<file path="config.mk">
export PLATFORM = sky130hd
export DESIGN_NAME = efq_control
export DESIGN_NICKNAME = d
export VERILOG_FILES = /design/src/hdl/ellipse_fit_quality_defines.svh /design/src/hdl/efq_pkg.sv /design/src/hdl/efq_control.sv
export SDC_FILE = /design/constraint.sdc
export NUM_CORES = 1
export LEC_CHECK = 0
export BUFFER_PORTS_ARGS = -buffer_cell sky130_fd_sc_hd__buf_2
export CAP_MARGIN = 5
export CORE_AREA = 3 3 40 42
export DETAILED_ROUTE_END_ITERATION = 8
export DIE_AREA = 0 0 43 45
export GPL_ROUTABILITY_DRIVEN = 0
export PLACE_DENSITY = 0.61
export RECOVER_POWER = 25
export SLEW_MARGIN = 20
export SYNTH_ARGS = -nofsm -noshare
export SYNTH_HDL_FRONTEND = slang
export SYNTH_SLANG_ARGS = --single-unit
</file>
<file path="constraint.sdc">
create_clock -name clk -period 1.3 [get_ports clk]
set_clock_uncertainty 0.2 [all_clocks]
set_input_delay 0.26 -clock clk [delete_from_list [all_inputs] [get_ports clk]]
set_output_delay 0.26 -clock clk [all_outputs]
set_load 0.005 [all_outputs]
</file>
<file path="src/hdl/ellipse_fit_quality_defines.svh">
// Assertion macros for the ellipse fit quality block.
`ifndef ELLIPSE_FIT_QUALITY_DEFINES_SVH
`define ELLIPSE_FIT_QUALITY_DEFINES_SVH

// Implication checked on every clock edge outside reset.
`define EFQ_ASSERT_IMPL(label, lhs, rhs) \
  label: assert property (@(posedge clk) disable iff (rst) (lhs) |-> (rhs)) \
    else $error("assertion failed");

// Implication whose consequent is checked in the cycle after the antecedent.
`define EFQ_ASSERT_NEXT(label, lhs, rhs) \
  label: assert property (@(posedge clk) disable iff (rst) (lhs) |=> (rhs)) \
    else $error("assertion failed");

`endif

</file>
<file path="src/hdl/efq_pkg.sv">
// Shared types and constants for the ellipse fit quality block.
package efq_pkg;

  localparam int MaxPoints = 4096;
  localparam int CountW = $clog2(MaxPoints + 1);
  localparam logic [35:0] QMax = '1;

  localparam logic [2:0] RegCenterX = 3'd0;
  localparam logic [2:0] RegCenterY = 3'd1;
  localparam logic [2:0] RegCos = 3'd2;
  localparam logic [2:0] RegSin = 3'd3;
  localparam logic [2:0] RegInvA = 3'd4;
  localparam logic [2:0] RegInvB = 3'd5;

  localparam logic [1:0] StatusOk = 2'd0;
  localparam logic [1:0] StatusEmpty = 2'd1;
  localparam logic [1:0] StatusOverflow = 2'd2;

  typedef struct packed {
    logic [12:0] point_x;
    logic [12:0] point_y;
    logic last_point;
  } in_item_t;

  typedef struct packed {
    logic signed [17:0] fit_ratio;
    logic [12:0] points_seen;
    logic [1:0] fit_status;
  } out_item_t;

  typedef struct packed {
    logic [20:0] center_x;
    logic [20:0] center_y;
    logic signed [15:0] cos_angle;
    logic signed [15:0] sin_angle;
    logic [31:0] inv_a_sq;
    logic [31:0] inv_b_sq;
  } cfg_t;

  // controller to datapath
  typedef struct packed {
    logic load;       // capture point
    logic rot;        // rotate
    logic sq;         // round magnitudes
    logic scale;      // square magnitudes
    logic qsum;       // scale by inverse squares, arm sqrt
    logic sqrt_step;  // one sqrt iteration
    logic acc;        // accumulate sums
    logic skip;       // point dropped, flag overflow
    logic div_start;  // start ratio
    logic div_step;   // one division iteration
    logic finish;     // form result, clear sums
  } cmd_t;

  // datapath to controller
  typedef struct packed {
    logic full;       // count reached limit
    logic sqrt_done;
    logic div_done;
  } stat_t;

endpackage

</file>
<file path="src/hdl/efq_control.sv">
// Controller: sequences one point through the datapath and hands off results.
module efq_control import efq_pkg::*; (
  input  logic  clk,
  input  logic  rst,
  input  logic  in_valid,
  input  logic  last_point,
  output logic  in_stall,
  output logic  out_valid,
  input  logic  out_stall,
  input  stat_t stat,
  output cmd_t  cmd
);

  typedef enum logic [3:0] {
    S_IDLE, S_ROT, S_SQ, S_SCALE, S_QSUM, S_SQRT, S_ACC, S_DIV, S_FIN
  } state_t;

  state_t state;
  logic last;
  logic div_started;

  assign in_stall = (state != S_IDLE);

  always_comb begin
    cmd = '0;
    case (state)
      S_IDLE: begin
        cmd.load = in_valid;
        cmd.skip = in_valid && stat.full;
      end
      S_ROT: cmd.rot = 1'b1;
      S_SQ: cmd.sq = 1'b1;
      S_SCALE: cmd.scale = 1'b1;
      S_QSUM: cmd.qsum = 1'b1;
      S_SQRT: cmd.sqrt_step = !stat.sqrt_done;
      S_ACC: cmd.acc = 1'b1;
      S_DIV: begin
        cmd.div_start = !div_started;
        cmd.div_step = div_started && !stat.div_done;
      end
      // result register must be free or taken at this edge
      S_FIN: cmd.finish = !out_valid || !out_stall;
      default: cmd = '0;
    endcase
  end

  always_ff @(posedge clk) begin
    if (rst) begin
      state <= S_IDLE;
      out_valid <= 1'b0;
      last <= 1'b0;
      div_started <= 1'b0;
    end else begin
      out_valid <= cmd.finish || (out_valid && out_stall);
      case (state)
        S_IDLE: begin
          if (in_valid) begin
            last <= last_point;
            if (stat.full) state <= last_point ? S_DIV : S_IDLE;
            else state <= S_ROT;
            div_started <= 1'b0;
          end
        end
        S_ROT: state <= S_SQ;
        S_SQ: state <= S_SCALE;
        S_SCALE: state <= S_QSUM;
        S_QSUM: state <= S_SQRT;
        S_SQRT: if (stat.sqrt_done) state <= S_ACC;
        S_ACC: state <= last ? S_DIV : S_IDLE;
        S_DIV: begin
          div_started <= 1'b1;
          if (div_started && stat.div_done) state <= S_FIN;
        end
        S_FIN: if (cmd.finish) state <= S_IDLE;
        default: state <= S_IDLE;
      endcase
    end
  end

endmodule

</file>
==> flow_metrics.py, run 1 <==
metrics = {
    "run_status": {
        "status": "finished with violations",
        "violations": "setup timing",
    },
    "worst_setup_path": {
        "cp_max_fo": 4,
        "worst_path_max_delay_cell": "dfxtp_2",
        "path_cells": "nand4b_1, nor3b_2, buf_2",
        "worstSetupPathType": "reg2out",
        "reg2reg_setup_slack_ns": -0.16,
        "crit_required_ns": 0.84,
        "start_kind": "flop",
        "r2r_end": "state[0]",
        "worst_path_largest_cell_delay_ns": 0.34,
        "arrival_ns": 1.18,
        "r2r_cells": 6,
        "path_buf_inv": 1,
        "path_delay_family": "simple AND/OR/NAND/NOR gates",
        "end_kind": "output port",
        "crit-reg2reg-launch": "state[3]",
    },
    "die": {
        "die_y_um": 45,
        "pin_count": 21,
        "dieArea_mm2": 0.001935,
        "initial_core_util": 0.3389,
        "coreArea_mm2": 0.001285,
        "die_width_um": 43,
        "floorplan.rows": 13,
    },
    "synthesis": {
        "synth_fa_ha_area_frac": 0,
        "synth_compound_area_frac": 0.2500,
        "yosysTopAreaCellShare": 0.3218,
        "syn_area_um2": 435.4,
        "ys.flop_type": "dfxtp_1",
        "yosys_warnings": 0,
        "syn-instance-count": 59,
        "synthMuxAreaShare": 0.02299,
        "synth-simple-area-share": 0.3391,
        "synth_top_family_by_area": "simple AND/OR/NAND/NOR gates",
        "synthesis.nets": 67,
        "synth-edff-count": 0,
        "yosysTopAreaCell": "dfxtp_1",
        "synth.ff_latch_count": 7,
        "yosys-top-cells-count": "nor2_1, dfxtp_1, a21oi_1, nand2_1",
        "post-synth-top-count-cell": "nor2_1",
        "async_flop_share": 0,
        "yosys.cell_types.count": 24,
        "synth.yosys.seq_area_share": 0.3218,
        "syn_avg_cell_area_um2": 7.380,
        "synthTopCellsByArea": "dfxtp_1, nor2_1, a21oi_1",
        "synth-xor-area-share": 0,
    },
    "route": {
        "antenna_left": 0,
        "drt_iter0_drc": 2,
        "drt_wl_total_um": 1438,
        "avgViaCountPerCell": 5.205,
        "drc": 0,
        "num_vias": 583,
        "post_drt_wl_per_cell_um": 12.84,
        "first_pass_iters": 4,
    },
    "clock_network": {
        "clk_pin_slew_ns": 0.05,
        "cts_root_buf": "clkbuf_4",
        "cts_made_buffers": 3,
        "cts_sinks": 7,
        "cts_tree": "done",
        "cts_hold_buf": 0,
        "htree_num_levels": 1,
        "cts_buffer_depth": 2,
        "clk_latency_ns": 0.25,
    },
    "finish": {
        "areaGrowthSynthToFinish_pct": 93.97,
        "n_fill_cell": 102,
        "drive_gt1_frac": 0.6495,
        "n_antenna_cell": 0,
        "post-route-util": 0.6573,
        "fin_nets": 106,
    },
    "sta": {
        "rsz0062_at_grt": "yes",
        "setup_viol": 18,
        "setup_ws_ns": -0.3412,
        "tightest_slew_ns": 0.3288,
        "drv_slew": 0,
        "max-slew-margin-rel": 0.7789,
        "fin_setup_tns_ns": -3.842,
        "fin_crit_sh": 1.262,
        "hold_ws_ns": 0.07584,
        "fmaxAchievable_mhz": 609.3,
        "fin_crit_ns": 1.641,
        "hold_viol": 0,
    },
    "pwr": {
        "netSwitchingPower_w": 0.0003252,
        "seqPwrFrac": 0.314,
        "clkPwrFrac": 0.215,
        "cellPowerDensity_mw_per_mm2": 1098,
        "finalPower_w": 0.0009272,
        "p_leak_nw": 0.4008,
        "p_int_w": 0.0006020,
        "p_comb_frac": 0.471,
        "swShare": 0.3508,
        "peakVddDrop_v": 0.0005359,
    },
    "job": {
        "cap_violations": 0,
    },
    "global_route": {
        "grt_pass1_wl_um": 2235,
        "antenna_found_initial": 0,
        "grt_max_degree": 9,
        "grt_overflow": 0,
        "grt_pass1_vias": 533,
        "track_usage": 0.1550,
    },
    "placement": {
        "hpwl_um": 996.2,
        "dpl_worst_slack_ns": -0.09964,
        "io_buffer_count": 20,
    },
    "hold_path": {
        "min_from": "last_point",
        "hold_depth": 3,
        "holdPathEnd": "last",
        "hp-class": "in2reg",
    },
}
[power groups by stage]
stage	Sequential, W	Combinational [W]	Clock [W]
after floorplan	0.000259	0.000220	0
after global placement	0.000280	0.000306	0
after detailed placement	0.000279	0.000312	0
after CTS	0.000286	0.000372	0.000208
after global routing	0.000299	0.000476	0.000223
final	0.000291	0.000437	0.000199
[layer usage]
layer | vias to the layer above | GRT usage | wire [um]
met5 | - | 0 | 0
met1 | 274 | 0.1860 | 617
met4 | 0 | 0.04217 | 0
li1 | 287 | - | -
met2 | 22 | 0.2605 | 728
met3 | 0 | 0.05976 | 92
[how the worst max path moves through the flow]
stage          slack (ns)  depth (start not counted)  endpoint  startpoint
2_1_floorplan       -0.03                          3    cmd[1]    state[1]
3_3_place_gp        -0.09                          4  state[0]    state[2]
3_5_place_dp         -0.1                          4  state[1]    state[3]
4_1_cts             -0.33                          4    cmd[0]    state[2]
5_1_grt             -0.39                          3    cmd[1]    state[3]
6_report            -0.34                          3    cmd[1]    state[3]
[cell type report]
class | instances | area [um2] | area share
Sequential cell | 7 | 152.6 | 0.1807
Clock buffer | 4 | 26.28 | 0.03111
Tap cell | 15 | 18.77 | 0.02222
Multi-Input combinational cell | 46 | 379.1 | 0.4489
Inverter | 3 | 11.26 | 0.01333
Timing Repair Buffer | 37 | 256.5 | 0.3037
[cells in the final DEF (no fill, tap or decap), types with 2 or more instances in the layout]
cell type and n:
buf_2 19, buf_4 11, buf_6 7, nand2_1 5, nand2b_4 4, a21oi_1 4
nor2_1 4, o21ai_1 4, nor2_4 3, nor3_2 3, inv_1 3, clkbuf_4 3
dfxtp_1 3, dfxtp_4 3, a211o_1 2, o21bai_1 2
[timing repair]
| item | in CTS | in global routing |
|---|---|---|
| resized for setup | 18 | 12 |
| endpoints found under the setup margin | 17 | 18 |
| pin swaps | 8 | 9 |
| buffers inserted | 2 | 3 |
| endpoints found under the hold margin | 0 | 0 |
[per-stage QoR]
stage / instances / cell area [um2]
2_1_floorplan: 59 / 470.5
3_3_place_gp: 104 / 653.1
3_5_place_dp: 104 / 653.1
4_1_cts: 110 / 778.2
5_1_grt: 112 / 844.6
6_report: 112 / 844.6
[flip-flops by register name, summed over array words and instances, names as in the netlist]
name	flops
div_started	1
out_valid	1
last	1
state	4
[cell families (layout without fill, tap and decap cells)]
kind of cell	after synthesis	count (layout)
buf+inv	6	44
mux	1	1
simple gates	28	28
flops	7	7
compound gates	17	17
[worst register-to-register path: stages, from the launching register on]
cell      delay [ns]
dfxtp_2         0.34
nand4b_1        0.27
buf_4           0.21
buf_6           0.11
a21oi_2         0.09
o21bai_1        0.09
o21ai_1         0.07
(Power assumes the default switching activity.)
==> run 2, diff against run 1 <==
--- a/config.mk
+++ b/config.mk
@@ -13,6 +13,7 @@
 export GPL_ROUTABILITY_DRIVEN = 0
 export PLACE_DENSITY = 0.61
 export RECOVER_POWER = 25
+export SKIP_CTS_REPAIR_TIMING = 1
 export SLEW_MARGIN = 20
 export SYNTH_ARGS = -nofsm -noshare
 export SYNTH_HDL_FRONTEND = slang
==> run 2 against run 1 <==
The run still ends with setup timing left; power decreased by 7.7%; register-to-register slack better by 0.02 ns; combinational power down 16%; highest routed layer unchanged.
==> flow_metrics.py, run 2 (same netlist as run 1, synthesis figures left out) <==
metrics = {
    "run_status": {
        "status": "finished with violations",
        "violations": "setup timing",
    },
    "finish": {
        "largest-register": "state",
        "drive_gt1_frac": 0.5591,
        "final_area_um2": 749.5,
        "layout_common_cells": "buf_2, buf_4, nand2_1",
        "n_fill_cell": 118,
        "final_common_cell": "buf_2",
        "post-route-util": 0.5833,
        "areaGrowthSynthToFinish_pct": 72.13,
        "largest_reg_flops": 4,
        "n_antenna_cell": 0,
        "fin_nets": 102,
    },
    "sta": {
        "setup_viol": 17,
        "drv_slew": 0,
        "hold_viol": 0,
        "setup_ws_ns": -0.3591,
        "fin_crit_sh": 1.276,
        "fin_crit_ns": 1.659,
        "tightest_slew_ns": 0.2752,
        "fmaxAchievable_mhz": 602.8,
        "fin_setup_tns_ns": -3.410,
        "rsz0062_at_grt": "yes",
        "max-slew-margin-rel": 0.8140,
    },
    "pwr": {
        "netSwitchingPower_w": 0.0002992,
        "swShare": 0.3497,
        "peakVddDrop_v": 0.0005429,
        "p_comb_frac": 0.431,
        "p_leak_nw": 0.3556,
        "cellPowerDensity_mw_per_mm2": 1142,
        "clkPwrFrac": 0.234,
        "seqPwrFrac": 0.335,
        "p_int_w": 0.0005565,
    },
    "clock_network": {
        "cts_root_buf": "clkbuf_4",
        "cts_sinks": 7,
        "clk_latency_ns": 0.25,
        "cts_buffer_depth": 2,
        "cts_made_buffers": 3,
        "htree_num_levels": 1,
        "cts_tree": "done",
        "clk_pin_slew_ns": 0.05,
    },
    "global_route": {
        "antenna_found_initial": 0,
        "grt_pass1_wl_um": 2028,
        "grt_pass1_vias": 491,
        "grt_overflow": 0,
        "track_usage": 0.1400,
        "grt_max_degree": 9,
    },
    "die": {
        "floorplan.rows": 13,
        "die_y_um": 45,
        "dieArea_mm2": 0.001935,
        "initial_core_util": 0.3389,
        "coreArea_mm2": 0.001285,
        "die_width_um": 43,
        "pin_count": 21,
    },
    "route": {
        "post_drt_wl_per_cell_um": 12.12,
        "drt_iter0_drc": 12,
        "drc": 0,
        "antenna_left": 0,
        "num_vias": 561,
        "avgViaCountPerCell": 5.194,
        "drt_wl_total_um": 1309,
        "first_pass_iters": 4,
    },
    "job": {
        "cap_violations": 0,
    },
    "worst_setup_path": {
        "worst_path_max_delay_cell": "dfxtp_2",
        "path_buf_inv": 1,
        "cp_max_fo": 4,
        "crit_required_ns": 0.84,
        "start_kind": "flop",
        "worst_path_largest_cell_delay_ns": 0.33,
        "arrival_ns": 1.20,
        "worstSetupPathType": "reg2out",
        "path_delay_family": "simple AND/OR/NAND/NOR gates",
        "path_cells": "nand4b_1, nor3b_2, buf_2",
        "end_kind": "output port",
    },
    "placement": {
        "place_area_um2": 653.1,
        "io_buffer_count": 20,
        "hpwl_um": 996.2,
    },
    "hold_path": {
        "hp-class": "in2reg",
    },
}
## run 2: worst paths after layout
path / slack, ns / end / cells past startpoint / start
min reg2reg: 0.31 / out_valid / 2 / out_valid
min: 0.08 / last / 3 / last_point
max reg2reg: -0.14 / state[1] / 4 / state[3]
max: -0.36 / cmd[1] / 3 / state[3]
## run 2: final cells by class
class / count / area [um2] / share of cell area
inverters: 3 / 11.26 / 0.01503
multi-input cells: 46 / 335.3 / 0.4474
flip-flops and latches: 7 / 150.1 / 0.2003
clock buffers: 4 / 26.28 / 0.03506
repair buffers: 33 / 207.7 / 0.2771
well taps: 15 / 18.77 / 0.02504
## run 2: metrics by stage
stage / instances / hold WS, ns / power [W] / worst slack [ns]
floorplan: 59 / 0.1291 / 0.0004788 / -0.02505
global placement: 104 / 0.2922 / 0.0005859 / -0.09223
detailed placement: 104 / 0.3011 / 0.0005908 / -0.09964
CTS: 108 / 0.07235 / 0.0007957 / -0.3892
global route: 108 / 0.09301 / 0.0009221 / -0.4145
finish: 108 / 0.07671 / 0.0008557 / -0.3591
## run 2: power by group through the flow
stage / sequential (W) / clock, W / combinational [W]
final: 0.000287 / 0.000200 / 0.000369
after global routing: 0.000293 / 0.000224 / 0.000405
after CTS: 0.000274 / 0.000208 / 0.000313
after detailed placement: 0.000279 / 0 / 0.000312
after global placement: 0.000280 / 0 / 0.000306
after floorplan: 0.000259 / 0 / 0.000220
## run 2: metal layers
layer,global-route usage,vias to the layer above,wire [um]
li1,-,281,-
met1,0.1715,260,585
met2,0.2275,20,630
met3,0.05976,0,94
met4,0.03614,0,0
met5,0,-,0
## run 2: worst reg2reg max path, stage by stage, from the launching register on
cell	delay (ns)
dfxtp_2	0.33
nand4b_1	0.29
buf_4	0.22
nand2b_1	0.14
o32ai_1	0.15
==> run 3, diff against run 2 <==
--- a/config.mk
+++ b/config.mk
@@ -11,7 +11,7 @@
 export DETAILED_ROUTE_END_ITERATION = 8
 export DIE_AREA = 0 0 43 45
 export GPL_ROUTABILITY_DRIVEN = 0
-export PLACE_DENSITY = 0.61
+export PLACE_DENSITY = 0.59
 export RECOVER_POWER = 25
 export SKIP_CTS_REPAIR_TIMING = 1
 export SLEW_MARGIN = 20
==> constraint.sdc (replaced) <==
create_clock -name clk -period 1.8 [get_ports clk]
set_clock_uncertainty 0.2 [all_clocks]
set_input_delay 0.36 -clock clk [delete_from_list [all_inputs] [get_ports clk]]
set_output_delay 0.36 -clock clk [all_outputs]
set_load 0.005 [all_outputs]
==> run 3 against run 2 <==
The flow now finishes without violations; clock power decreased by 28%; design area decreased by 14%; final cell count decreased by 6.5%.
==> flow_metrics.py, run 3 (same netlist as run 1, synthesis figures left out) <==
metrics = {
    "run_status": {
        "status": "finished clean",
    },
    "global_route": {
        "track_usage": 0.1344,
        "grt_overflow": 0,
        "grt_max_degree": 12,
        "antenna_found_initial": 0,
        "grt_pass1_vias": 439,
        "grt_pass1_wl_um": 1869,
    },
    "finish": {
        "largest_reg_flops": 4,
        "multiInputGateArea_um2": 292.8,
        "n_fill_cell": 136,
        "drive_gt1_frac": 0.4419,
        "regArea_um2": 152.6,
        "layout.cells.non_filler": 101,
        "layout_common_cells": "buf_2, nor2_1, nand2_1, a21oi_1, buf_4",
        "largest-register": "state",
        "fin_nets": 95,
        "final_common_cell": "buf_2",
        "n_antenna_cell": 0,
        "areaGrowthSynthToFinish_pct": 47.99,
        "final_area_um2": 644.4,
    },
    "route": {
        "antenna_left": 0,
        "drc": 0,
        "drt_wl_total_um": 1289,
        "num_vias": 500,
        "first_pass_iters": 2,
        "drt_iter0_drc": 5,
        "avgViaCountPerCell": 4.950,
        "post_drt_wl_per_cell_um": 12.76,
    },
    "sta": {
        "hold_ws_ns": 0.1606,
        "fmaxAchievable_mhz": 565.9,
        "setup_ws_ns": 0.03301,
        "fin_setup_tns_ns": 0,
        "fin_crit_ns": 1.767,
        "max-slew-margin-rel": 0.8060,
        "rsz0062_at_grt": "yes",
        "hold_viol": 0,
        "setup_viol": 0,
        "drv_slew": 0,
        "tightest_slew_ns": 0.2869,
        "fin_crit_sh": 0.9817,
    },
    "worst_setup_path": {
        "arrival_ns": 1.21,
        "crit_required_ns": 1.24,
        "cp_max_fo": 5,
        "end_kind": "output port",
        "start_kind": "flop",
        "worstSetupPathType": "reg2out",
    },
    "die": {
        "dieArea_mm2": 0.001935,
        "initial_core_util": 0.3389,
        "die_y_um": 45,
        "coreArea_mm2": 0.001285,
        "floorplan.rows": 13,
        "pin_count": 21,
        "die_width_um": 43,
    },
    "clock_network": {
        "cts_buffer_depth": 2,
        "cts_root_buf": "clkbuf_4",
        "clk_pin_slew_ns": 0.06,
        "cts_sinks": 7,
        "htree_num_levels": 1,
        "clk_latency_ns": 0.25,
        "cts_tree": "done",
        "cts_made_buffers": 3,
    },
    "hold_path": {
        "hp-class": "in2reg",
    },
    "pwr": {
        "p_leak_nw": 0.3100,
        "peakVddDrop_v": 0.0006881,
        "cellPowerDensity_mw_per_mm2": 869.6,
    },
    "placement": {
        "dpl_worst_slack_ns": 0.1615,
        "hpwl_um": 912.4,
        "io_buffer_count": 20,
        "place_inst": 93,
        "place_area_um2": 551.8,
    },
    "job": {
        "cap_violations": 0,
    },
}
-- run 3: critical path, cell delays in order, from the launching register on --
cell and delay (ns):
dfxtp_4 0.36, nor2_2 0.15, and3_4 0.21, and2_1 0.12
buf_2 0.11
-- run 3: area by class of cell --
class,count,share of cell area
well taps,15,0.02913
clock buffers,4,0.04078
flip-flops and latches,7,0.2369
inverters,3,0.01748
repair buffers,26,0.2214
multi-input cells,46,0.4544
-- run 3: path summary, 6_finish.rpt --
check | slack, ns | depth (start not counted) | end | startpoint
worst min-delay path | 0.16 | 2 | state[3] | rst
worst min register to register | 0.32 | 2 | out_valid | out_valid
worst max-delay path | 0.03 | 4 | cmd[3] | state[3]
worst max register to register | 0.37 | 4 | state[0] | state[1]
-- run 3: metrics by stage --
| stage | util | total power [W] |
|---|---|---|
| 2_1_floorplan | - | 0.0003174 |
| 5_1_grt | 0.5015 | 0.0006110 |
| 6_report | 0.5015 | 0.0005603 |
| 3_3_place_gp | 0.4294 | 0.0003760 |
| 3_5_place_dp | 0.4294 | 0.0003779 |
| 4_1_cts | 0.4499 | 0.0005285 |
-- run 3: per-layer routing --
metal  track usage  wire, um  part of all wire
met1        0.1699       612              0.47
met2        0.1916       560              0.43
met3       0.07171        88             0.068
met4       0.05422        27             0.021
met5             0         0                 0
-- run 3: where the power goes --
part | internal (W) | total (W) | switching, W
registers | 0.000176 | 0.000214 | 0.0000381
clock network | 0.0000847 | 0.000144 | 0.0000592
logic | 0.000105 | 0.000203 | 0.0000978
